===== src/rtl/udec_pkg.sv =====
// shared types and constants for the strict utf-8 decoder
// depends on nothing; imported by every rtl file of the block
package udec_pkg;

  localparam int QUEUE_DEPTH_DEF = 4;

  localparam logic [20:0] CP_MIN2   = 21'h000080;
  localparam logic [20:0] CP_MIN3   = 21'h000800;
  localparam logic [20:0] CP_MIN4   = 21'h010000;
  localparam logic [20:0] SURR_LO   = 21'h00D800;
  localparam logic [20:0] SURR_HI   = 21'h00DFFF;
  localparam logic [20:0] CP_MAX    = 21'h10FFFF;

  typedef enum logic [2:0] {
    KIND_ASCII,
    KIND_CONT,
    KIND_LEAD2,
    KIND_LEAD3,
    KIND_LEAD4,
    KIND_INVALID
  } udec_kind_t;

  typedef struct packed {
    udec_kind_t kind;
    logic [6:0] payload;
    logic       last;
  } udec_item_t;

  typedef struct packed {
    logic [20:0] code_point;
    logic [2:0]  rune_bytes;
    logic        rune_error;
    logic        buffer_end;
    logic        buffer_valid;
  } udec_result_t;

endpackage


===== src/rtl/udec_front.sv =====
// front end: classifies each input byte and strips its marker bits
// depends on udec_pkg
module udec_front import udec_pkg::*; (
  input  logic [7:0] data_byte,
  input  logic       last_in_buffer,
  output udec_item_t item
);

  always_comb begin
    item.last    = last_in_buffer;
    item.payload = 7'd0;
    item.kind    = KIND_INVALID;
    if (data_byte[7] == 1'b0) begin
      item.kind    = KIND_ASCII;
      item.payload = data_byte[6:0];
    end else if (data_byte[7:6] == 2'b10) begin
      item.kind    = KIND_CONT;
      item.payload = {1'b0, data_byte[5:0]};
    end else if (data_byte[7:5] == 3'b110) begin
      item.kind    = KIND_LEAD2;
      item.payload = {2'b0, data_byte[4:0]};
    end else if (data_byte[7:4] == 4'b1110) begin
      item.kind    = KIND_LEAD3;
      item.payload = {3'b0, data_byte[3:0]};
    end else if (data_byte[7:3] == 5'b11110) begin
      item.kind    = KIND_LEAD4;
      item.payload = {4'b0, data_byte[2:0]};
    end
  end

endmodule


===== src/rtl/udec_queue.sv =====
// short queue of classified beats between front and back
// depends on udec_pkg
module udec_queue import udec_pkg::*; #(
  parameter int DEPTH = QUEUE_DEPTH_DEF
) (
  input  logic       clk,
  input  logic       rst,
  input  logic       push_valid,
  output logic       push_ready,
  input  udec_item_t push_item,
  output logic       pop_valid,
  input  logic       pop_ready,
  output udec_item_t pop_item
);

  localparam int PTR_W = $clog2(DEPTH);
  localparam int CNT_W = $clog2(DEPTH + 1);

  udec_item_t mem [DEPTH];
  logic [PTR_W-1:0] wr_ptr;
  logic [PTR_W-1:0] rd_ptr;
  logic [CNT_W-1:0] count;
  logic push;
  logic pop;

  assign push_ready = (count != CNT_W'(DEPTH));
  assign pop_valid  = (count != '0);
  assign push       = push_valid && push_ready;
  assign pop        = pop_valid && pop_ready;
  assign pop_item   = mem[rd_ptr];

  always_ff @(posedge clk) begin
    if (push) begin
      mem[wr_ptr] <= push_item;
    end
  end

  always_ff @(posedge clk) begin
    if (rst) begin
      wr_ptr <= '0;
      rd_ptr <= '0;
      count  <= '0;
    end else begin
      if (push) begin
        wr_ptr <= (wr_ptr == PTR_W'(DEPTH - 1)) ? '0 : wr_ptr + 1'b1;
      end
      if (pop) begin
        rd_ptr <= (rd_ptr == PTR_W'(DEPTH - 1)) ? '0 : rd_ptr + 1'b1;
      end
      if (push && !pop) begin
        count <= count + 1'b1;
      end else if (pop && !push) begin
        count <= count - 1'b1;
      end
    end
  end

endmodule


===== src/rtl/udec_back.sv =====
// back end: sequence state, range checks and the output register
// depends on udec_pkg
module udec_back import udec_pkg::*; (
  input  logic         clk,
  input  logic         rst,
  input  logic         item_valid,
  output logic         item_ready,
  input  udec_item_t   item,
  output logic         res_valid,
  input  logic         res_ready,
  output udec_result_t res
);

  logic [1:0]   needed;
  logic [1:0]   needed_next;
  logic [2:0]   seq_len;
  logic [2:0]   seq_len_next;
  logic [20:0]  partial;
  logic [20:0]  partial_next;
  logic         error_seen;
  logic         error_seen_next;
  logic         emit;
  logic         err;
  logic [20:0]  cp;
  logic [2:0]   len;
  logic [20:0]  merged;
  logic [20:0]  min_cp;
  logic         pop;
  udec_result_t res_next;

  assign pop        = item_valid && (!res_valid || res_ready);
  assign item_ready = !res_valid || res_ready;
  assign merged     = {partial[14:0], item.payload[5:0]};

  always_comb begin
    case (seq_len)
      3'd2:    min_cp = CP_MIN2;
      3'd3:    min_cp = CP_MIN3;
      default: min_cp = CP_MIN4;
    endcase
  end

  always_comb begin
    needed_next     = needed;
    seq_len_next    = seq_len;
    partial_next    = partial;
    error_seen_next = error_seen;
    emit            = 1'b0;
    err             = 1'b0;
    cp              = 21'd0;
    len             = 3'd0;
    if (pop) begin
      if (needed == 2'd0) begin
        case (item.kind)
          KIND_ASCII: begin
            emit = 1'b1;
            cp   = {14'd0, item.payload};
            len  = 3'd1;
          end
          KIND_LEAD2, KIND_LEAD3, KIND_LEAD4: begin
            partial_next = {14'd0, item.payload};
            if (item.kind == KIND_LEAD2) begin
              seq_len_next = 3'd2;
              needed_next  = 2'd1;
            end else if (item.kind == KIND_LEAD3) begin
              seq_len_next = 3'd3;
              needed_next  = 2'd2;
            end else begin
              seq_len_next = 3'd4;
              needed_next  = 2'd3;
            end
            if (item.last) begin
              needed_next = 2'd0;
              emit        = 1'b1;
              err         = 1'b1;
            end
          end
          default: begin
            emit = 1'b1;
            err  = 1'b1;
          end
        endcase
      end else if (item.kind != KIND_CONT) begin
        needed_next = 2'd0;
        emit        = 1'b1;
        err         = 1'b1;
      end else begin
        partial_next = merged;
        needed_next  = needed - 2'd1;
        if (needed == 2'd1) begin
          emit = 1'b1;
          cp   = merged;
          len  = seq_len;
          err  = (merged < min_cp) || ((merged >= SURR_LO) && (merged <= SURR_HI)) ||
                 (merged > CP_MAX);
        end else if (item.last) begin
          needed_next = 2'd0;
          emit        = 1'b1;
          err         = 1'b1;
        end
      end
      if (emit) begin
        if (item.last) begin
          error_seen_next = 1'b0;
        end else if (err) begin
          error_seen_next = 1'b1;
        end
      end
    end
    res_next.code_point   = err ? 21'd0 : cp;
    res_next.rune_bytes   = err ? 3'd0 : len;
    res_next.rune_error   = err;
    res_next.buffer_end   = item.last;
    res_next.buffer_valid = item.last && !err && !error_seen;
  end

  always_ff @(posedge clk) begin
    if (pop) begin
      res <= res_next;
    end
  end

  always_ff @(posedge clk) begin
    if (rst) begin
      needed     <= 2'd0;
      seq_len    <= 3'd0;
      partial    <= 21'd0;
      error_seen <= 1'b0;
      res_valid  <= 1'b0;
    end else begin
      needed     <= needed_next;
      seq_len    <= seq_len_next;
      partial    <= partial_next;
      error_seen <= error_seen_next;
      if (pop) begin
        res_valid <= emit;
      end else if (res_ready) begin
        res_valid <= 1'b0;
      end
    end
  end

endmodule


===== src/rtl/utf8_validating_decoder_core.sv =====
// top level of the strict utf-8 decoder: front classifier, queue, back decoder
// depends on udec_pkg, udec_front, udec_queue, udec_back
//
// Takes one byte per beat and returns at most one result per byte: a code point when a
// sequence completes, an error result for malformed, overlong, surrogate, out-of-range or
// truncated input, and a result for every byte marked last_in_buffer, which carries
// buffer_end and the sticky buffer_valid flag. Sustained rate is one byte per cycle while
// out_ready is held high; an accepted byte is written into the queue, then decoded from the
// queue head into the output register, where its result, if any, waits until out_ready takes
// it. in_ready drops only while the QUEUE_DEPTH-entry queue is full, which happens when
// out_ready is held low.
module utf8_validating_decoder_core import udec_pkg::*; #(
  parameter int QUEUE_DEPTH = QUEUE_DEPTH_DEF
) (
  input  logic        clk,
  input  logic        rst,
  input  logic        in_valid,
  output logic        in_ready,
  input  logic [7:0]  data_byte,
  input  logic        last_in_buffer,
  output logic        out_valid,
  input  logic        out_ready,
  output logic [20:0] code_point,
  output logic [2:0]  rune_bytes,
  output logic        rune_error,
  output logic        buffer_end,
  output logic        buffer_valid
);

  udec_item_t   front_item;
  udec_item_t   q_item;
  logic         q_valid;
  logic         q_ready;
  udec_result_t res;

  udec_front u_front (
    .data_byte      (data_byte),
    .last_in_buffer (last_in_buffer),
    .item           (front_item)
  );

  udec_queue #(
    .DEPTH (QUEUE_DEPTH)
  ) u_queue (
    .clk        (clk),
    .rst        (rst),
    .push_valid (in_valid),
    .push_ready (in_ready),
    .push_item  (front_item),
    .pop_valid  (q_valid),
    .pop_ready  (q_ready),
    .pop_item   (q_item)
  );

  udec_back u_back (
    .clk        (clk),
    .rst        (rst),
    .item_valid (q_valid),
    .item_ready (q_ready),
    .item       (q_item),
    .res_valid  (out_valid),
    .res_ready  (out_ready),
    .res        (res)
  );

  assign code_point   = res.code_point;
  assign rune_bytes   = res.rune_bytes;
  assign rune_error   = res.rune_error;
  assign buffer_end   = res.buffer_end;
  assign buffer_valid = res.buffer_valid;

endmodule


===== config.mk =====
export PLATFORM = sky130hd
export DESIGN_NAME = utf8_validating_decoder_core
export DESIGN_NICKNAME = d
export VERILOG_FILES = /design/src/rtl/udec_pkg.sv /design/src/rtl/udec_front.sv /design/src/rtl/udec_queue.sv /design/src/rtl/udec_back.sv /design/src/rtl/utf8_validating_decoder_core.sv
export SDC_FILE = /design/constraint.sdc
export NUM_CORES = 1
export LEC_CHECK = 0
export ABC_AREA = 1
export BUFFER_PORTS_ARGS = -buffer_cell sky130_fd_sc_hd__buf_2
export CAP_MARGIN = 20
export CORE_ASPECT_RATIO = 0.7
export CORE_MARGIN = 2
export CORE_UTILIZATION = 35
export DETAILED_ROUTE_END_ITERATION = 16
export HOLD_SLACK_MARGIN = 0.02
export RECOVER_POWER = 100
export SLEW_MARGIN = 0
export SYNTH_ARGS = -nofsm -noshare
export SYNTH_HDL_FRONTEND = slang
export SYNTH_SLANG_ARGS = --single-unit

===== constraint.sdc =====
create_clock -name clk -period 6.5 [get_ports clk]
set_input_delay 0 -clock clk [delete_from_list [all_inputs] [get_ports clk]]
set_output_delay 0 -clock clk [all_outputs]
set_load 0.01 [all_outputs]

==> results of run 1 <==
[cell usage after synthesis]
cell type  count
inv_1         55
fa_1           1
o22ai_1        7
nand4_4        1
clkbuf_1       7
buf_6          3
ha_1          10
a211oi_1       1
o211a_1        1
or2_2          1
nand2_2        2
a31oi_2        1
o21ai_0       35
nand4_1        4
nand3_1       20
a22oi_1        2
nor3_4         1
mux2i_1        1
nor3_1         2
buf_4          2
dfxtp_1       31
nand2_4        5
nand3_2        2
nand2_1       74
o21a_1         2
buf_2          2
inv_2          1
a21oi_1       32
edfxtp_1      71
nor2_2         9
o31ai_1        1
nor2_4         2
nor2_1        59
[cell families after synthesis]
| family | share of synthesized area [%] |
|---|---|
| AOI/OAI and AO/OA | 9.94 |
| DFF | 61.2 |
| adders and majority gates | 3.23 |
| muxes | 0.223 |
| and+or+nand+nor | 18.8 |
| buffers and inverters | 6.57 |
[sequential cells by signal (all words and copies together), names as in the netlist, named ones only]
name,cells
u_back.res,27
u_back.seq_len,3
u_back.error_seen,1
u_queue.wr_ptr,2
u_queue.mem,44
u_back.needed,2
u_back.partial,15
u_queue.rd_ptr,2
u_queue.count,3
u_back.res_valid,1
[layout by cell type, fill, tap and decap left out, types with 2 or more instances in the layout]
cell / instances
nand2_2: 2
nand2_1: 76
clkinv_4: 2
dlygate4sd3_1: 5
inv_1: 56
nand4_1: 4
dfxtp_1: 31
nand3_2: 2
nand2_4: 3
a21oi_1: 32
clkbuf_1: 40
o22ai_1: 7
edfxtp_1: 71
nor2_1: 60
buf_2: 8
nor3_1: 2
o21a_1: 2
nor2_4: 2
ha_1: 10
o21ai_0: 35
nor2_2: 8
nand3_1: 20
a22oi_1: 2
clkbuf_16: 9
[layout make-up]
type | count | area [um2]
timing repair buffer | 51 | 233
clock buffer | 11 | 233
sequential | 102 | 2750
tap | 162 | 203
clock inverter | 5 | 60.1
inverter | 56 | 210
fill | 1239 | 7350
multi-input combinational | 276 | 1420
[layer usage]
metal / up-vias / track usage (%) / wire length (um)
met5: - / 0 / 0
met2: 95 / 22.4 / 4180
met3: 13 / 4.03 / 584
met1: 1522 / 20.1 / 4620
met4: 0 / 4.20 / 131
li1: 1592 / - / -
[metrics by stage]
| step | instance area, um2 | hold slack (ns) | power, W |
|---|---|---|---|
| after detailed placement | 4840 | 0.232 | 0.00189 |
| after global routing | 5110 | 0.0153 | 0.00255 |
| after CTS | 5180 | 0.0224 | 0.00243 |
| after global placement | 4830 | 0.219 | 0.00186 |
| final | 5110 | 0.00395 | 0.00237 |
| after floorplan | 4500 | 0.0989 | 0.00164 |
[worst max path at each step]
stage	endpoint	slack, ns	cells after the start
final	u_back.partial[9]	2.26	9
after detailed placement	u_back.partial[9]	3.32	8
after global placement	u_back.partial[9]	3.46	8
after floorplan	u_queue.count[1]	3.74	8
after global routing	u_back.partial[13]	1.70	9
after CTS	u_back.partial[11]	3.31	8
[critical path, delay by kind of cell (launching register included)]
| kind | cells | cell delay (ns) |
|---|---|---|
| AO/OA/AOI/OAI | 3 | 1.38 |
| buffers and inverters | 3 | 1.35 |
| flip-flops | 1 | 0.35 |
| AND/OR/NAND/NOR | 3 | 1.07 |
[repair_timing]
item	in CTS	in global routing
hold endpoints to repair	25	0
endpoints found under the setup margin	0	0
hold buffers	5	0
setup buffers	0	0
[power breakdown]
part / total, W / switching [W] / internal, W
logic: 0.000822 / 0.000583 / 0.000239
clock network: 0.000530 / 0.000231 / 0.000299
registers: 0.00102 / 0.000103 / 0.000912
==> metrics.yaml, run 1 <==
drt:
  via_per_inst: 4.86
  drtPass1Iterations: 5
  ant_nets: 0
  wl_per_cell_um: 14.4
  drc: 0
  drt_iter0_drc: 221
  dr_total_vias: 3222
  wl_mm: 9.52
sta:
  fin_skew_ns: 0.00977
  hold_viol_final: 0
  finalSetupViolCount: 0
  setup_ws_ns: 2.26
  rsz0062_at_grt: "no"
  tns_ns: 0
  max_freq_mhz: 236
  tightest_slew_ns: 1.39
  slew_violations: 0
  fin_crit_sh_pct: 65.2
  min_period_ns: 4.24
  slew_headroom_pct: 6.58
placed_design:
  dpl.cell_count: 639
  io_buffers: 41
  pre_cts_ws_ns: 3.32
  finalWeightedCongestion: 0.853
  dpl.hpwl_mm: 6.60
clocking:
  clk_path_buf_depth: 2
  cts.sinks: 102
  cts_tree: "yes"
  clock_latency_ns: 0.35
  tritoncts.num_buffers: 9
  cts_resized: 0
  htreeDepth: 3
  clk_pin_slew_worst_paths_ns: 0.06
  cts-root-buf: "clkbuf_16"
die:
  die_w_um: 139
  die-area_um2: 13800
  start_util_pct: 36.1
  dieHeight_um: 98.8
  rows: 34
  core_um2: 12500
  io_pins: 42
logic_synthesis:
  syn_avg_cell_area_um2: 10.0
  ys_seq_area_share_pct: 61.2
  syn_inst: 448
  yosys.cell_types.count: 33
  ys_ff_latch: 102
  synth_area_um2: 4500
  yosysTopAreaCellShare_pct: 47.4
  synth_top_area_cell: "edfxtp_1"
  ys_top_cells_by_area: "edfxtp_1 (47%), dfxtp_1 (14%), nand2_1 (6.2%)"
  syn_nets: 472
  yosysWarningCount: 0
critical_path:
  crit_chain: "inv_1 -> a31oi_1 -> clkbuf_1 -> inv_1 -> nor2_1 -> nand3_1 -> nand2_2 -> o21ai_0 -> a21oi_1"
  critPathRequiredTime_ns: 6.78
  r2r-end: "u_back.partial[9]"
  cp-start-kind: "register"
  reg2regPathDepth: 9
  cp_max_fo: 24
  arrival_ns: 4.52
  worst-setup-path-type: "reg -> reg"
  crit_start: "u_queue.count[1]"
  crit_slowest_cell: "a31oi_1"
  crit_top_cell: "inv_1"
  timing.rr.start: "u_queue.count[1]"
  crit_path_end_kind: "register"
  r2r_slack_ns: 2.26
  slowest_delay_ns: 1.09
power_and_ir_drop:
  powerDensity_nw_per_um2: 463
  p_leak_nw: 1.93
  vdd_drop_max_v: 0.000181
cells_and_area:
  nets: 520
  area_delta_synth_final_pct: 13.8
  finish.utilization_pct: 41.0
  drive_gt1_share_pct: 8.38
  antenna_cells: 0
  fin_cells: 663
hold_path:
  hold_class: "in -> reg"
  hold_path_end: "u_back.res_valid"
  hold_start: "out_ready"
  hold_depth: 3
global_route:
  grt_usage_pct: 14.5
  grt_max_degree: 35
  grt_pass1_vias: 3118
  grt_overflow_total: 0
  antenna_found_initial: 0
  grt_pass1_wl_mm: 15.5
job:
  max_cap_violations: 0
status:
  status: "finished, final reports clean"
Note: power is estimated with default switching activity, not from simulation.
==> inputs of run 2 (changes only) <==
--- a/config.mk
+++ b/config.mk
@@ -5,7 +5,7 @@
 export SDC_FILE = /design/constraint.sdc
 export NUM_CORES = 1
 export LEC_CHECK = 0
-export ABC_AREA = 1
+export ABC_AREA = 0
 export BUFFER_PORTS_ARGS = -buffer_cell sky130_fd_sc_hd__buf_2
 export CAP_MARGIN = 20
 export CORE_ASPECT_RATIO = 0.7
==> constraint.sdc (replaced) <==
create_clock -name clk -period 4 [get_ports clk]
set_input_delay 0 -clock clk [delete_from_list [all_inputs] [get_ports clk]]
set_output_delay 0 -clock clk [all_outputs]
set_load 0.01 [all_outputs]
==> run 2 against run 1 <==
- worst hold slack improved by 0.064 ns
- via count down 21%
- sequential cell count stayed put
==> metrics.yaml, run 2 <==
status:
  status: "finished, final reports clean"  # unchanged
critical_path:
  cp-endpoint: "u_back.partial[2]"  # was u_back.partial[9]
  crit_cells: 7  # was 9
  crit_buf_inv: 1  # was 3
  crit_chain: "buf_4 -> mux4_2 -> nor2b_1 -> o21ai_0 -> a21oi_2 -> mux2i_1 -> nor2_1"  # was inv_1 -> a31oi_1 -> clkbuf_1 -> inv_1 -> nor2_1 -> nand3_1 -> nand2_2 -> o21ai_0 -> a21oi_1
  cp-start-kind: "register"  # unchanged
  critPathRequiredTime_ns: 4.20  # was 6.78 ns
  worst-setup-path-type: "reg -> reg"  # unchanged
  crit_slowest_cell: "a21oi_2"  # was a31oi_1
  r2r_slack_ns: 0.74  # was 2.26 ns
  reg2regPathDepth: 7  # was 9
  crit_family: "compound AO/OA/AOI/OAI gates"  # unchanged
  crit_path_end_kind: "register"  # unchanged
  arrival_ns: 3.46  # was 4.52 ns
  cp_max_fo: 16  # was 24
  slowest_delay_ns: 0.90  # was 1.09 ns
  r2r-end: "u_back.partial[2]"  # was u_back.partial[9]
global_route:
  grt_overflow_total: 0  # unchanged
  grt_max_degree: 33  # was 35
  grt_pass1_vias: 2485  # was 3118
  grt_usage_pct: 12.7  # was 14.5%
  grt_pass1_wl_mm: 12.8  # was 15.5 mm
  antenna_found_initial: 0  # unchanged
logic_synthesis:
  yosysMostFrequentCell: "edfxtp_1"  # was nand2_1
  yosys.cell_types.count: 45  # was 33
  yosysWarningCount: 0  # unchanged
  synthTopCellsByCount: "edfxtp_1 (71), nor2_1 (35), dfxtp_1 (31)"  # was nand2_1 (74), edfxtp_1 (71), nor2_1 (59)
  synth_ff_type: "edfxtp_1"  # unchanged
  synth_area_um2: 4330  # was 4500 um2
  synth_edf_count: 71  # unchanged
  ys_top_cells_by_area: "edfxtp_1 (49%), dfxtp_1 (14%), mux4_2 (5.7%)"  # was edfxtp_1 (47%), dfxtp_1 (14%), nand2_1 (6.2%)
  syn_avg_cell_area_um2: 13.4  # was 10.0 um2
  syn_inst: 324  # was 448
  ys_ff_latch: 102  # unchanged
  syn_nets: 348  # was 472
  async_flop_share_pct: 0  # unchanged
  yosysTopAreaCellShare_pct: 49.2  # was 47.4%
  synth_top_area_cell: "edfxtp_1"  # unchanged
  ys_seq_area_share_pct: 63.6  # was 61.2%
power_and_ir_drop:
  power_frac_seq_pct: 44.6  # was 42.9%
  power.internal_w: 0.00234  # was 0.00145 W
  p_leak_nw: 1.73  # was 1.93 nW
  comb_power_share_pct: 33.5  # was 34.7%
  powerDensity_nw_per_um2: 722  # was 463 nW/um2
  vdd_drop_max_v: 0.000279  # was 0.000181 V
  p_switching_w: 0.00123  # was 0.000917 W
  p_clk_share_pct: 21.9  # was 22.4%
  swShare_pct: 34.3  # was 38.7%
placed_design:
  io_buffers: 41  # unchanged
  finalWeightedCongestion: 0.790  # was 0.853
  dpl.cell_count: 514  # was 639
  dpl.hpwl_mm: 5.41  # was 6.60 mm
clocking:
  cts-root-buf: "clkbuf_16"  # unchanged
  cts_resized: 0  # unchanged
  cts.sinks: 102  # unchanged
  clock_latency_ns: 0.34  # was 0.35 ns
  clk_pin_slew_worst_paths_ns: 0.07  # was 0.06 ns
  tritoncts.num_buffers: 9  # unchanged
  cts_tree: "yes"  # unchanged
  clk_path_buf_depth: 2  # unchanged
  htreeDepth: 3  # unchanged
cells_and_area:
  reg_top3: "u_queue.mem: 44 flops, u_back.res: 27 flops, u_back.partial: 15 flops"  # unchanged
  largest_reg_flops: 44  # unchanged
  drive_gt1_share_pct: 11.1  # was 8.38%
  nets: 397  # was 520
  area_delta_synth_final_pct: 14.3  # was 13.8%
  top_register: "u_queue.mem"  # unchanged
  regArea_um2: 2750  # unchanged
  fin_cells: 535  # was 663
  multi_input_area_um2: 1460  # was 1420 um2
  antenna_cells: 0  # unchanged
  final_common_cell: "edfxtp_1"  # was nand2_1
  layout_common_cells: "edfxtp_1 (71), nor2_1 (35), clkbuf_1 (33)"  # was nand2_1 (76), edfxtp_1 (71), nor2_1 (60)
  n_fill_cell: 1140  # was 1239
drt:
  drt_iter0_drc: 98  # was 221
  wl_mm: 7.79  # was 9.52 mm
  via_per_inst: 4.78  # was 4.86
  wl_per_cell_um: 14.6  # was 14.4 um
  dr_total_vias: 2557  # was 3222
  drc: 0  # unchanged
  ant_nets: 0  # unchanged
  drtPass1Iterations: 4  # was 5
sta:
  slew_violations: 0  # unchanged
  hold_viol_final: 0  # unchanged
  tightest_slew_ns: 1.22  # was 1.39 ns
  fin_crit_sh_pct: 81.4  # was 65.2%
  rsz0062_at_grt: "no"  # unchanged
  max_freq_mhz: 307  # was 236 MHz
  min_period_ns: 3.26  # was 4.24 ns
  slew_headroom_pct: 18.2  # was 6.58%
  fin_skew_ns: 0.00909  # was 0.00977 ns
  finalSetupViolCount: 0  # unchanged
  tns_ns: 0  # unchanged
job:
  max_cap_violations: 0  # unchanged
die:
  dieHeight_um: 97.1  # was 98.8 um
  rows: 33  # was 34
  io_pins: 42  # unchanged
  die_w_um: 137  # was 139 um
  start_util_pct: 36.4  # was 36.1%
  die-area_um2: 13300  # was 13800 um2
  core_um2: 11900  # was 12500 um2
hold_path:
  hold_class: "in -> reg"  # unchanged
run 2: power by group through the flow:
stage	combinational (W)	clock [W]	sequential (W)
floorplan	0.000876	0	0.00164
global placement	0.00124	0	0.00161
detailed placement	0.00126	0	0.00161
CTS	0.00127	0.000807	0.00159
global route	0.00134	0.000851	0.00164
finish	0.00120	0.000782	0.00159
run 2: worst min path at each step:
| stage | from | to | cells after the start |
|---|---|---|---|
| after detailed placement | last_in_buffer | u_queue.mem[3][0] | 1 |
| after CTS | data_byte[2] | u_queue.mem[0][3] | 2 |
| after global routing | data_byte[4] | u_queue.mem[2][9] | 2 |
| after floorplan | last_in_buffer | u_queue.mem[0][0] | 0 |
| after global placement | last_in_buffer | u_queue.mem[2][0] | 1 |
| final | in_valid | u_queue.wr_ptr[0] | 4 |
run 2: worst reg2reg max path, stage by stage, from the launching register on:
cell and delay, ns:
dfxtp_1 0.55, buf_4 0.26, mux4_2 0.64, nor2b_1 0.25, o21ai_0 0.19, a21oi_2 0.90
mux2i_1 0.28, nor2_1 0.06
run 2: per-layer routing:
metal  GRT usage (%)  vias to the layer above  wire length (um)
met5               0                        -                 0
met4            3.33                        0                67
met3            4.12                        7               343
met2            18.5                       49              3430
met1            18.1                     1230              3950
li1                -                     1271                 -
run 2: layout make-up:
cell class,instances,area share [%]
clock buffer,11,4.70
inverter,13,0.986
tap,157,3.97
multi-input combinational,200,29.4
sequential,102,55.6
clock inverter,5,0.733
timing repair buffer,47,4.53
run 2: cell families after synthesis:
family                     count (synthesis)  share of synthesized area, %
buffers and inverters                     22                          2.40
muxes                                     28                          9.65
AOI/OAI and AO/OA                         40                          6.07
adders and majority gates                 11                          3.35
xor gates and xnor gates                   2                         0.405
and+or+nand+nor                          119                          14.5
DFF                                      102                          63.6
run 2: stage by stage:
| stage | cell area, um2 | total power (W) | utilization [%] | worst slack [ns] | hold slack [ns] |
|---|---|---|---|---|---|
| 2_1_floorplan | 4330 | 0.00251 | - | 1.57 | 0.0989 |
| 3_3_place_gp | 4680 | 0.00285 | 39.4 | 1.03 | 0.219 |
| 4_1_cts | 5000 | 0.00367 | 42.1 | 0.958 | 0.0268 |
| 6_report | 4950 | 0.00357 | 41.6 | 0.744 | 0.0683 |
| 3_5_place_dp | 4680 | 0.00288 | 39.4 | 0.985 | 0.232 |
| 5_1_grt | 4950 | 0.00382 | 41.6 | 0.366 | 0.0716 |
run 2: what timing repair did:
item                                   4_1_cts  5_1_grt
buffers inserted                             0        0
endpoints found under the hold margin       17        0
hold buffers                                 5        0
